File: src/hdl/mpc_pkg.sv
`timescale 1ns / 1ps
// ----------------------------------------------------------------------------
// mpc_pkg
// Shared types and constants of the multichannel pulse capture core.
// ----------------------------------------------------------------------------
package mpc_pkg;

    localparam int CHAN_COUNT   = 8;
    localparam int CH_IDX_W     = (CHAN_COUNT > 1) ? $clog2(CHAN_COUNT) : 1;
    localparam int CH_CMP_W     = 6;

    localparam int CMD_W     = 2;
    localparam int CHAN_W    = 3;
    localparam int COUNT_W   = 16;
    localparam int STATUS_W  = 2;
    localparam int WIDTH_W   = 16;
    localparam int IDLE_W    = 21;
    localparam int RELOAD_W  = 16;
    localparam int CHUSE_W   = 4;
    localparam int TIMEOUT_W = 20;
    localparam int CFG_IDX_W = 2;
    localparam int CFG_DAT_W = 20;

    localparam logic [IDLE_W-1:0] IDLE_MAX = {IDLE_W{1'b1}};

    // Command codes.
    localparam logic [CMD_W-1:0] CMD_EDGE = 2'd0;
    localparam logic [CMD_W-1:0] CMD_TICK = 2'd1;
    localparam logic [CMD_W-1:0] CMD_READ = 2'd2;

    // Result status codes.
    localparam logic [STATUS_W-1:0] ST_OK      = 2'd0;
    localparam logic [STATUS_W-1:0] ST_BADCH   = 2'd1;
    localparam logic [STATUS_W-1:0] ST_TIMEOUT = 2'd2;

    // Configuration register indexes.
    localparam logic [CFG_IDX_W-1:0] REG_RELOAD  = 2'd0;
    localparam logic [CFG_IDX_W-1:0] REG_CHANS   = 2'd1;
    localparam logic [CFG_IDX_W-1:0] REG_TIMEOUT = 2'd2;

    localparam logic [RELOAD_W-1:0]  RELOAD_RST  = 16'hFFFF;
    localparam logic [CHUSE_W-1:0]   CHANS_RST   = 4'd8;
    localparam logic [TIMEOUT_W-1:0] TIMEOUT_RST = 20'd100000;

    typedef struct packed {
        logic               awaiting_fall;
        logic [COUNT_W-1:0] rise_stamp;
        logic [WIDTH_W-1:0] width_store;
        logic               timed_out;
        logic [IDLE_W-1:0]  idle_time;
    } t_chan_state;

    localparam t_chan_state CHAN_RESET = '{
        awaiting_fall: 1'b0,
        rise_stamp:    '0,
        width_store:   '0,
        timed_out:     1'b1,
        idle_time:     '0
    };

endpackage

File: src/hdl/mpc_chan_mem.sv
`timescale 1ns / 1ps
// ----------------------------------------------------------------------------
// mpc_chan_mem
// Per-channel state memory: one write and one registered read per cycle.
// ----------------------------------------------------------------------------
module mpc_chan_mem
    import mpc_pkg::*;
(
    input  logic                i_clk,
    input  logic                i_rst_n,
    input  logic                i_rd_en,
    input  logic [CH_IDX_W-1:0] i_rd_addr,
    output t_chan_state         o_rd_data,
    input  logic                i_wr_en,
    input  logic [CH_IDX_W-1:0] i_wr_addr,
    input  t_chan_state         i_wr_data
);

    t_chan_state                r_mem [CHAN_COUNT];
    t_chan_state                r_rd_data;
    logic [CH_IDX_W-1:0]        r_rd_addr;
    logic [CHAN_COUNT-1:0]      r_vld;

    always_ff @(posedge i_clk) begin
        if (i_wr_en) begin
            r_mem[i_wr_addr] <= i_wr_data;
        end
        if (i_rd_en) begin
            r_rd_data <= r_mem[i_rd_addr];
            r_rd_addr <= i_rd_addr;
        end
    end

    // An entry never written reads as the channel's reset state.
    always_ff @(posedge i_clk) begin
        if (!i_rst_n) begin
            r_vld <= '0;
        end else if (i_wr_en) begin
            r_vld[i_wr_addr] <= 1'b1;
        end
    end

    assign o_rd_data = r_vld[r_rd_addr] ? r_rd_data : CHAN_RESET;

endmodule

File: src/hdl/mpc_chan_update.sv
`timescale 1ns / 1ps
// ----------------------------------------------------------------------------
// mpc_chan_update
// Applies one command to one channel's state and forms the result.
// ----------------------------------------------------------------------------
module mpc_chan_update
    import mpc_pkg::*;
(
    input  logic [CMD_W-1:0]     i_cmd,
    input  logic [COUNT_W-1:0]   i_count,
    input  logic [RELOAD_W-1:0]  i_reload,
    input  logic [TIMEOUT_W-1:0] i_timeout,
    input  t_chan_state          i_cur,
    output t_chan_state          o_next,
    output logic [STATUS_W-1:0]  o_status,
    output logic [WIDTH_W-1:0]   o_width
);

    logic [IDLE_W:0]    idle_sum;
    logic [IDLE_W-1:0]  idle_sat;
    logic [WIDTH_W-1:0] fall_width;

    assign idle_sum = {1'b0, i_cur.idle_time} + (IDLE_W + 1)'(i_count);
    assign idle_sat = (idle_sum > {1'b0, IDLE_MAX}) ? IDLE_MAX : idle_sum[IDLE_W-1:0];

    // A fall that is not after its rise spans one counter wrap.
    assign fall_width = (i_count > i_cur.rise_stamp)
                      ? (i_count - i_cur.rise_stamp)
                      : (i_reload - i_cur.rise_stamp + i_count);

    always_comb begin
        o_next = i_cur;
        case (i_cmd)
            CMD_EDGE: begin
                if (!i_cur.awaiting_fall) begin
                    o_next.rise_stamp    = i_count;
                    o_next.idle_time     = '0;
                    o_next.awaiting_fall = 1'b1;
                end else begin
                    o_next.width_store   = fall_width;
                    o_next.timed_out     = 1'b0;
                    o_next.awaiting_fall = 1'b0;
                end
            end
            CMD_TICK: begin
                if (idle_sat >= IDLE_W'(i_timeout)) begin
                    o_next = CHAN_RESET;
                end else begin
                    o_next.idle_time = idle_sat;
                end
            end
            default: begin
                o_next = i_cur;
            end
        endcase

        if (o_next.timed_out) begin
            o_status = ST_TIMEOUT;
            o_width  = '0;
        end else begin
            o_status = ST_OK;
            o_width  = o_next.width_store;
        end
    end

endmodule

File: src/hdl/multichannel_pwm_pulse_capture_core.sv
`timescale 1ns / 1ps
// ----------------------------------------------------------------------------
// multichannel_pwm_pulse_capture_core
// Pulse-width capture on several channels from capture, tick and read events.
// ----------------------------------------------------------------------------
// The core takes one transaction per clock while the output is not stalled,
// and returns one result for each through the update stage and the output
// register. Channel state lives in a single memory with a registered read;
// every transaction reads its channel on acceptance, updates it in the update
// stage and writes it back, and a one-entry bypass covers back-to-back
// transactions on the same channel. Per-entry valid bits give the reset state
// at once, so no clearing pass is needed after reset. Configuration registers
// must only be written while no transaction is in flight.
module multichannel_pwm_pulse_capture_core
    import mpc_pkg::*;
(
    input  logic                  i_clk,
    input  logic                  i_rst_n,
    input  logic                  i_cfg_we,
    input  logic [CFG_IDX_W-1:0]  i_cfg_idx,
    input  logic [CFG_DAT_W-1:0]  i_cfg_data,
    input  logic                  s_axis_tvalid,
    output logic                  s_axis_tready,
    input  logic [23:0]           s_axis_tdata,   // [2:0] channel, [18:3] count
    input  logic [CMD_W-1:0]      s_axis_tuser,   // [1:0] cmd
    output logic                  m_axis_tvalid,
    input  logic                  m_axis_tready,
    output logic [WIDTH_W-1:0]    m_axis_tdata,   // [15:0] pulse_width
    output logic [STATUS_W-1:0]   m_axis_tuser    // [1:0] status
);

    logic [RELOAD_W-1:0]   r_cfg_reload;
    logic [CHUSE_W-1:0]    r_cfg_chans;
    logic [TIMEOUT_W-1:0]  r_cfg_timeout;

    logic                  r_s1_valid;
    logic [CMD_W-1:0]      r_s1_cmd;
    logic [CHAN_W-1:0]     r_s1_ch;
    logic [COUNT_W-1:0]    r_s1_cnt;
    logic                  r_byp;
    t_chan_state           r_byp_data;

    logic                  r_out_valid;
    logic [STATUS_W-1:0]   r_out_status;
    logic [WIDTH_W-1:0]    r_out_width;

    logic [CHAN_W-1:0]     in_ch;
    logic [COUNT_W-1:0]    in_cnt;
    logic                  in_acc;
    logic                  s1_adv;
    logic                  s1_bad;
    logic                  wr_en;
    t_chan_state           mem_rd;
    t_chan_state           cur;
    t_chan_state           upd_next;
    logic [STATUS_W-1:0]   upd_status;
    logic [WIDTH_W-1:0]    upd_width;

    assign in_ch  = s_axis_tdata[CHAN_W-1:0];
    assign in_cnt = s_axis_tdata[CHAN_W +: COUNT_W];

    assign s1_adv        = r_s1_valid && (!r_out_valid || m_axis_tready);
    assign s_axis_tready = !r_s1_valid || s1_adv;
    assign in_acc        = s_axis_tvalid && s_axis_tready;

    assign s1_bad = ({{(CH_CMP_W - CHAN_W){1'b0}}, r_s1_ch}
                        >= {{(CH_CMP_W - CHUSE_W){1'b0}}, r_cfg_chans})
                 || ({{(CH_CMP_W - CHAN_W){1'b0}}, r_s1_ch} >= CH_CMP_W'(CHAN_COUNT));

    assign wr_en = s1_adv && !s1_bad;
    assign cur   = r_byp ? r_byp_data : mem_rd;

    always_ff @(posedge i_clk) begin
        if (!i_rst_n) begin
            r_cfg_reload  <= RELOAD_RST;
            r_cfg_chans   <= CHANS_RST;
            r_cfg_timeout <= TIMEOUT_RST;
        end else if (i_cfg_we) begin
            unique case (i_cfg_idx)
                REG_RELOAD:  r_cfg_reload  <= i_cfg_data[RELOAD_W-1:0];
                REG_CHANS:   r_cfg_chans   <= i_cfg_data[CHUSE_W-1:0];
                REG_TIMEOUT: r_cfg_timeout <= i_cfg_data[TIMEOUT_W-1:0];
                default: ;
            endcase
        end
    end

    mpc_chan_mem u_mem (
        .i_clk     (i_clk),
        .i_rst_n   (i_rst_n),
        .i_rd_en   (in_acc),
        .i_rd_addr (CH_IDX_W'(in_ch)),
        .o_rd_data (mem_rd),
        .i_wr_en   (wr_en),
        .i_wr_addr (CH_IDX_W'(r_s1_ch)),
        .i_wr_data (upd_next)
    );

    mpc_chan_update u_upd (
        .i_cmd     (r_s1_cmd),
        .i_count   (r_s1_cnt),
        .i_reload  (r_cfg_reload),
        .i_timeout (r_cfg_timeout),
        .i_cur     (cur),
        .o_next    (upd_next),
        .o_status  (upd_status),
        .o_width   (upd_width)
    );

    // The memory read at acceptance misses a write-back at the same edge,
    // so that write is kept aside when it hits the incoming channel.
    always_ff @(posedge i_clk) begin
        if (!i_rst_n) begin
            r_s1_valid <= 1'b0;
            r_byp      <= 1'b0;
        end else if (in_acc) begin
            r_s1_valid <= 1'b1;
            r_byp      <= wr_en && (r_s1_ch == in_ch);
        end else if (s1_adv) begin
            r_s1_valid <= 1'b0;
            r_byp      <= 1'b0;
        end
    end

    always_ff @(posedge i_clk) begin
        if (in_acc) begin
            r_s1_cmd   <= s_axis_tuser;
            r_s1_ch    <= in_ch;
            r_s1_cnt   <= in_cnt;
            r_byp_data <= upd_next;
        end
    end

    always_ff @(posedge i_clk) begin
        if (!i_rst_n) begin
            r_out_valid <= 1'b0;
        end else if (s1_adv) begin
            r_out_valid <= 1'b1;
        end else if (m_axis_tready) begin
            r_out_valid <= 1'b0;
        end
    end

    always_ff @(posedge i_clk) begin
        if (s1_adv) begin
            r_out_status <= s1_bad ? ST_BADCH : upd_status;
            r_out_width  <= s1_bad ? '0 : upd_width;
        end
    end

    assign m_axis_tvalid = r_out_valid;
    assign m_axis_tdata  = r_out_width;
    assign m_axis_tuser  = r_out_status;

    a_bypass_only_with_item: assert property (@(posedge i_clk) disable iff (!i_rst_n)
        r_byp |-> r_s1_valid)
        else $error("bypass flag set with no item in the update stage");

    a_accept_fills_stage: assert property (@(posedge i_clk) disable iff (!i_rst_n)
        in_acc |=> r_s1_valid)
        else $error("accepted transaction did not reach the update stage");

    a_stalled_item_holds: assert property (@(posedge i_clk) disable iff (!i_rst_n)
        (r_s1_valid && !s1_adv) |=> (r_s1_valid && $stable(r_s1_ch) && $stable(r_byp)))
        else $error("stalled update-stage item changed");

    a_width_zero_unless_ok: assert property (@(posedge i_clk) disable iff (!i_rst_n)
        (r_out_valid && (r_out_status != ST_OK)) |-> (r_out_width == '0))
        else $error("nonzero width reported with an error status");

    a_write_only_on_advance: assert property (@(posedge i_clk) disable iff (!i_rst_n)
        wr_en |-> (r_s1_valid && !s1_bad))
        else $error("state written without a valid item");

endmodule

File: config.mk
export PLATFORM = sky130hd
export DESIGN_NAME = multichannel_pwm_pulse_capture_core
export DESIGN_NICKNAME = d
export VERILOG_FILES = /design/src/hdl/mpc_pkg.sv /design/src/hdl/mpc_chan_mem.sv /design/src/hdl/mpc_chan_update.sv /design/src/hdl/multichannel_pwm_pulse_capture_core.sv
export SDC_FILE = /design/constraint.sdc
export NUM_CORES = 1
export LEC_CHECK = 0
export BUFFER_PORTS_ARGS = -buffer_cell sky130_fd_sc_hd__buf_2
export CAP_MARGIN = 20
export CORE_MARGIN = 8
export CORE_UTILIZATION = 45
export CTS_CLUSTER_DIAMETER = 40
export DETAILED_ROUTE_END_ITERATION = 8
export PLACE_DENSITY = 0.63
export SYNTH_ARGS = -nofsm -noshare
export SYNTH_HDL_FRONTEND = slang
export SYNTH_SLANG_ARGS = --single-unit
File: constraint.sdc
create_clock -name i_clk -period 22.5 [get_ports i_clk]
set_input_delay 4.5 -clock i_clk [delete_from_list [all_inputs] [get_ports i_clk]]
set_output_delay 4.5 -clock i_clk [all_outputs]
set_load 0.02 [all_outputs]
==> results.md <==
- Final hold viol count: 0
- Ys Warns: 0
- Crit-path slowest cell: nor2b_1
- CTS Buf Count: 79
- Cells after Synth: 1845
- Worst Skew: 0.0221 ns
- R2r worst-path depth: 22
- Seq cells post-synth: 640
- Max Freq: 0.102 GHz
- CTS tree: built
- GPL Wtd Cong: 0.874
- Design Area, Final: 32400 µm²
- Status: finished, final reports clean
- Max clock buf depth: 3
- Synth cell types: 77
- DR vias/cell: 5.75
- Post-CTS Hold Buffers: 0
- Setup bufs post-CTS: 0
- Fraction of layout cells with a size suffix above 1: 0.218
- Worst hold path endpoint: u_mem.r_vld[0]
- Startpoint Class: input port
- HP Class: register to register
- Layout Area Growth over Synthesis: 14.4%
- Top_reg_cell synth: edfxtp_1
- Pre-CTS setup slack: 12.74 ns
- Drt first pass iters: 5
- Leading area contributor after synthesis: edfxtp_1
- Post-DP HPWL: 41300 µm
- Sum Neg Setup Slack: 0 ns
- H-tree depth: 3
- IO Port Bufs: 67
- DRC: 0
- Worst skew pair latency: 0.62 ns
- Worst flop-to-flop path startpoint: u_mem.r_rd_addr[0]
- Gr usage total: 0.194
- Worst path cell trace: buf_2 > nor2b_1 > nand2_1 > buf_2
- Minimum clock period: 9.77 ns
- LEAKAGE: 11.6 nW
- Reg-to-reg critical path endpoint: u_mem.r_mem[3][47]
- Final net count: 2076
- Worst Tran Pin Value: 1.15 ns
- DR vias: 16400
- Clock tree sinks: 640
- CTS root buffer: clkbuf_16
- Routed WL: 68800 µm
- Largest net degree at the start of global routing: 70
- Synth area leaders: edfxtp_1 62%, mux4_2 8.8%, dfxtp_1 3.6%
- Initial core utilization: 0.452
- Average size of a mapped cell: 15.3 µm²
- Post-synth EDFFs: 589
- Synth top cells by count: 589 x edfxtp_1, 189 x nand2_1, 110 x mux4_2
- Total core area: 62600 µm²
- Total of max-cap violations: 0
- Diode count: 0
- Crit path max fanout: 4
- Detail Route Antenna Nets: 0
- Post-Syn Area: 28300 µm²
- Ys async rst share: 0
- CP Capture Type: output pin
- Fill cells: 5150
- Slew Limit Fails: 0
- Largest stage delay on the critical path: 0.31 ns
- DP Area: 29600 µm²
- Pwr Density: 88.0 nW/µm²
- First-pass GRT wire length: 104000 µm
- Crit Path Class: input port to output pin
- R2R Setup Slk: 13.69 ns
- Final Setup Violations: 0
- DR iter-0 viols: 1414
- WL/cell: 24.2 µm
- Worst Hold Depth: 1
- Vias in the first global route: 16700
- Count leader, synth: edfxtp_1
- Tcrit/Tclk final: 0.434
- Die area: 71200 µm²
- Die X: 267 µm
- Die Y-Extent: 267 µm
- Worst VDD drop: 46.5 µV
- Most frequent CP cell: buf_2
- Post-CTS sizing: 0
- RSZ-0062 raised after global routing: no
- Net Count, Synth: 1986
- Sequential share of the synthesized area: 0.661
- FP Rows: 92
- Rel. slew slack: 0.225
- Reg clk slew, reported paths: 0.05 ns
- Synth top area share: 0.625
- Hold path startpoint: u_mem.r_vld[0]
- Worst setup margin: 12.73 ns
- Arrival @ worst endpoint: 5.27 ns
- Crit path required time: 18.00 ns
- Ports: 73
- Initial antenna violation count: 2
- Total grt overflow: 0
-- final cells by class --
type,instances,area (µm²),share of cell area
Timing Repair Buffer,93,554,0.0171
Sequential cell,640,18700,0.578
Multi-Input combinational cell,1012,8930,0.276
Clock inverter,57,627,0.0194
Clock buffer,87,2090,0.0646
Tap cell,846,1060,0.0327
Inverter,109,409,0.0126
-- metal layers --
layer,routed length (µm),vias to the layer above,GRT usage
met5,13,-,0
met4,2240,2,0.0762
met3,4780,127,0.0382
met2,32300,549,0.310
met1,29500,8335,0.260
li1,-,7340,-
-- registers in the layout, summed over array words and instances (netlist names) --
signal / flops
r_s1_cnt: 16
r_byp: 1
r_cfg_chans: 4
u_mem.r_mem: 440
r_s1_cmd: 2
r_cfg_reload: 16
m_axis_tvalid: 1
m_axis_tdata: 16
r_s1_valid: 1
u_mem.r_vld: 8
r_cfg_timeout: 20
u_mem.r_rd_data: 55
m_axis_tuser: 2
u_mem.r_rd_addr: 3
r_byp_data: 55
-- worst max-delay path: cells and delay by family --
| family | cells | cell delay [ns] |
|---|---|---|
| AND/OR/NAND/NOR | 2 | 0.47 |
| buffers and inverters | 2 | 0.29 |
-- cells by family after synthesis --
group | after synthesis | share of synthesized area
compound gates | 357 | 0.0861
xor+xnor | 41 | 0.0127
fa+ha+maj | 88 | 0.0434
buf+inv | 193 | 0.0269
flops | 640 | 0.661
mux | 177 | 0.114
simple gates | 349 | 0.0565
-- power by group --
part           total, W  internal (W)  switching, W
sequential      0.00135       0.00133     0.0000159
combinational  0.000210     0.0000815      0.000129
clock           0.00129      0.000787      0.000505
total           0.00285       0.00220      0.000650
-- layout by cell type, fill, tap and decap left out, types with 21 or more instances in the layout --
cell,count
edfxtp_1,589
nand2_1,189
mux4_2,110
inv_1,109
clkbuf_16,83
o21ai_0,72
ha_1,71
buf_2,65
mux2_2,55
a21oi_1,54
dfxtp_1,50
nor2_1,33
o211ai_1,30
buf_4,25
and3_1,24
xnor2_1,23
o21a_1,22
a21o_1,21
-- metrics by stage --
stage | total power, W | hold WS [ns] | utilization | cells
floorplan | 0.00152 | 0.432 | - | 1845
global placement | 0.00158 | 0.441 | 0.473 | 2697
detailed placement | 0.00158 | 0.446 | 0.473 | 2698
CTS | 0.00287 | 0.459 | 0.517 | 2842
global route | 0.00294 | 0.488 | 0.517 | 2844
finish | 0.00285 | 0.461 | 0.517 | 2844
-- worst max path at each step --
| stage | from | to | slack, ns |
|---|---|---|---|
| floorplan | m_axis_tready | r_byp_data[0] | 10.94 |
| global placement | m_axis_tready | s_axis_tready | 12.77 |
| detailed placement | m_axis_tready | s_axis_tready | 12.74 |
| CTS | m_axis_tready | s_axis_tready | 12.71 |
| global route | m_axis_tready | s_axis_tready | 12.67 |
| finish | m_axis_tready | s_axis_tready | 12.73 |
(Power assumes the default switching activity.)
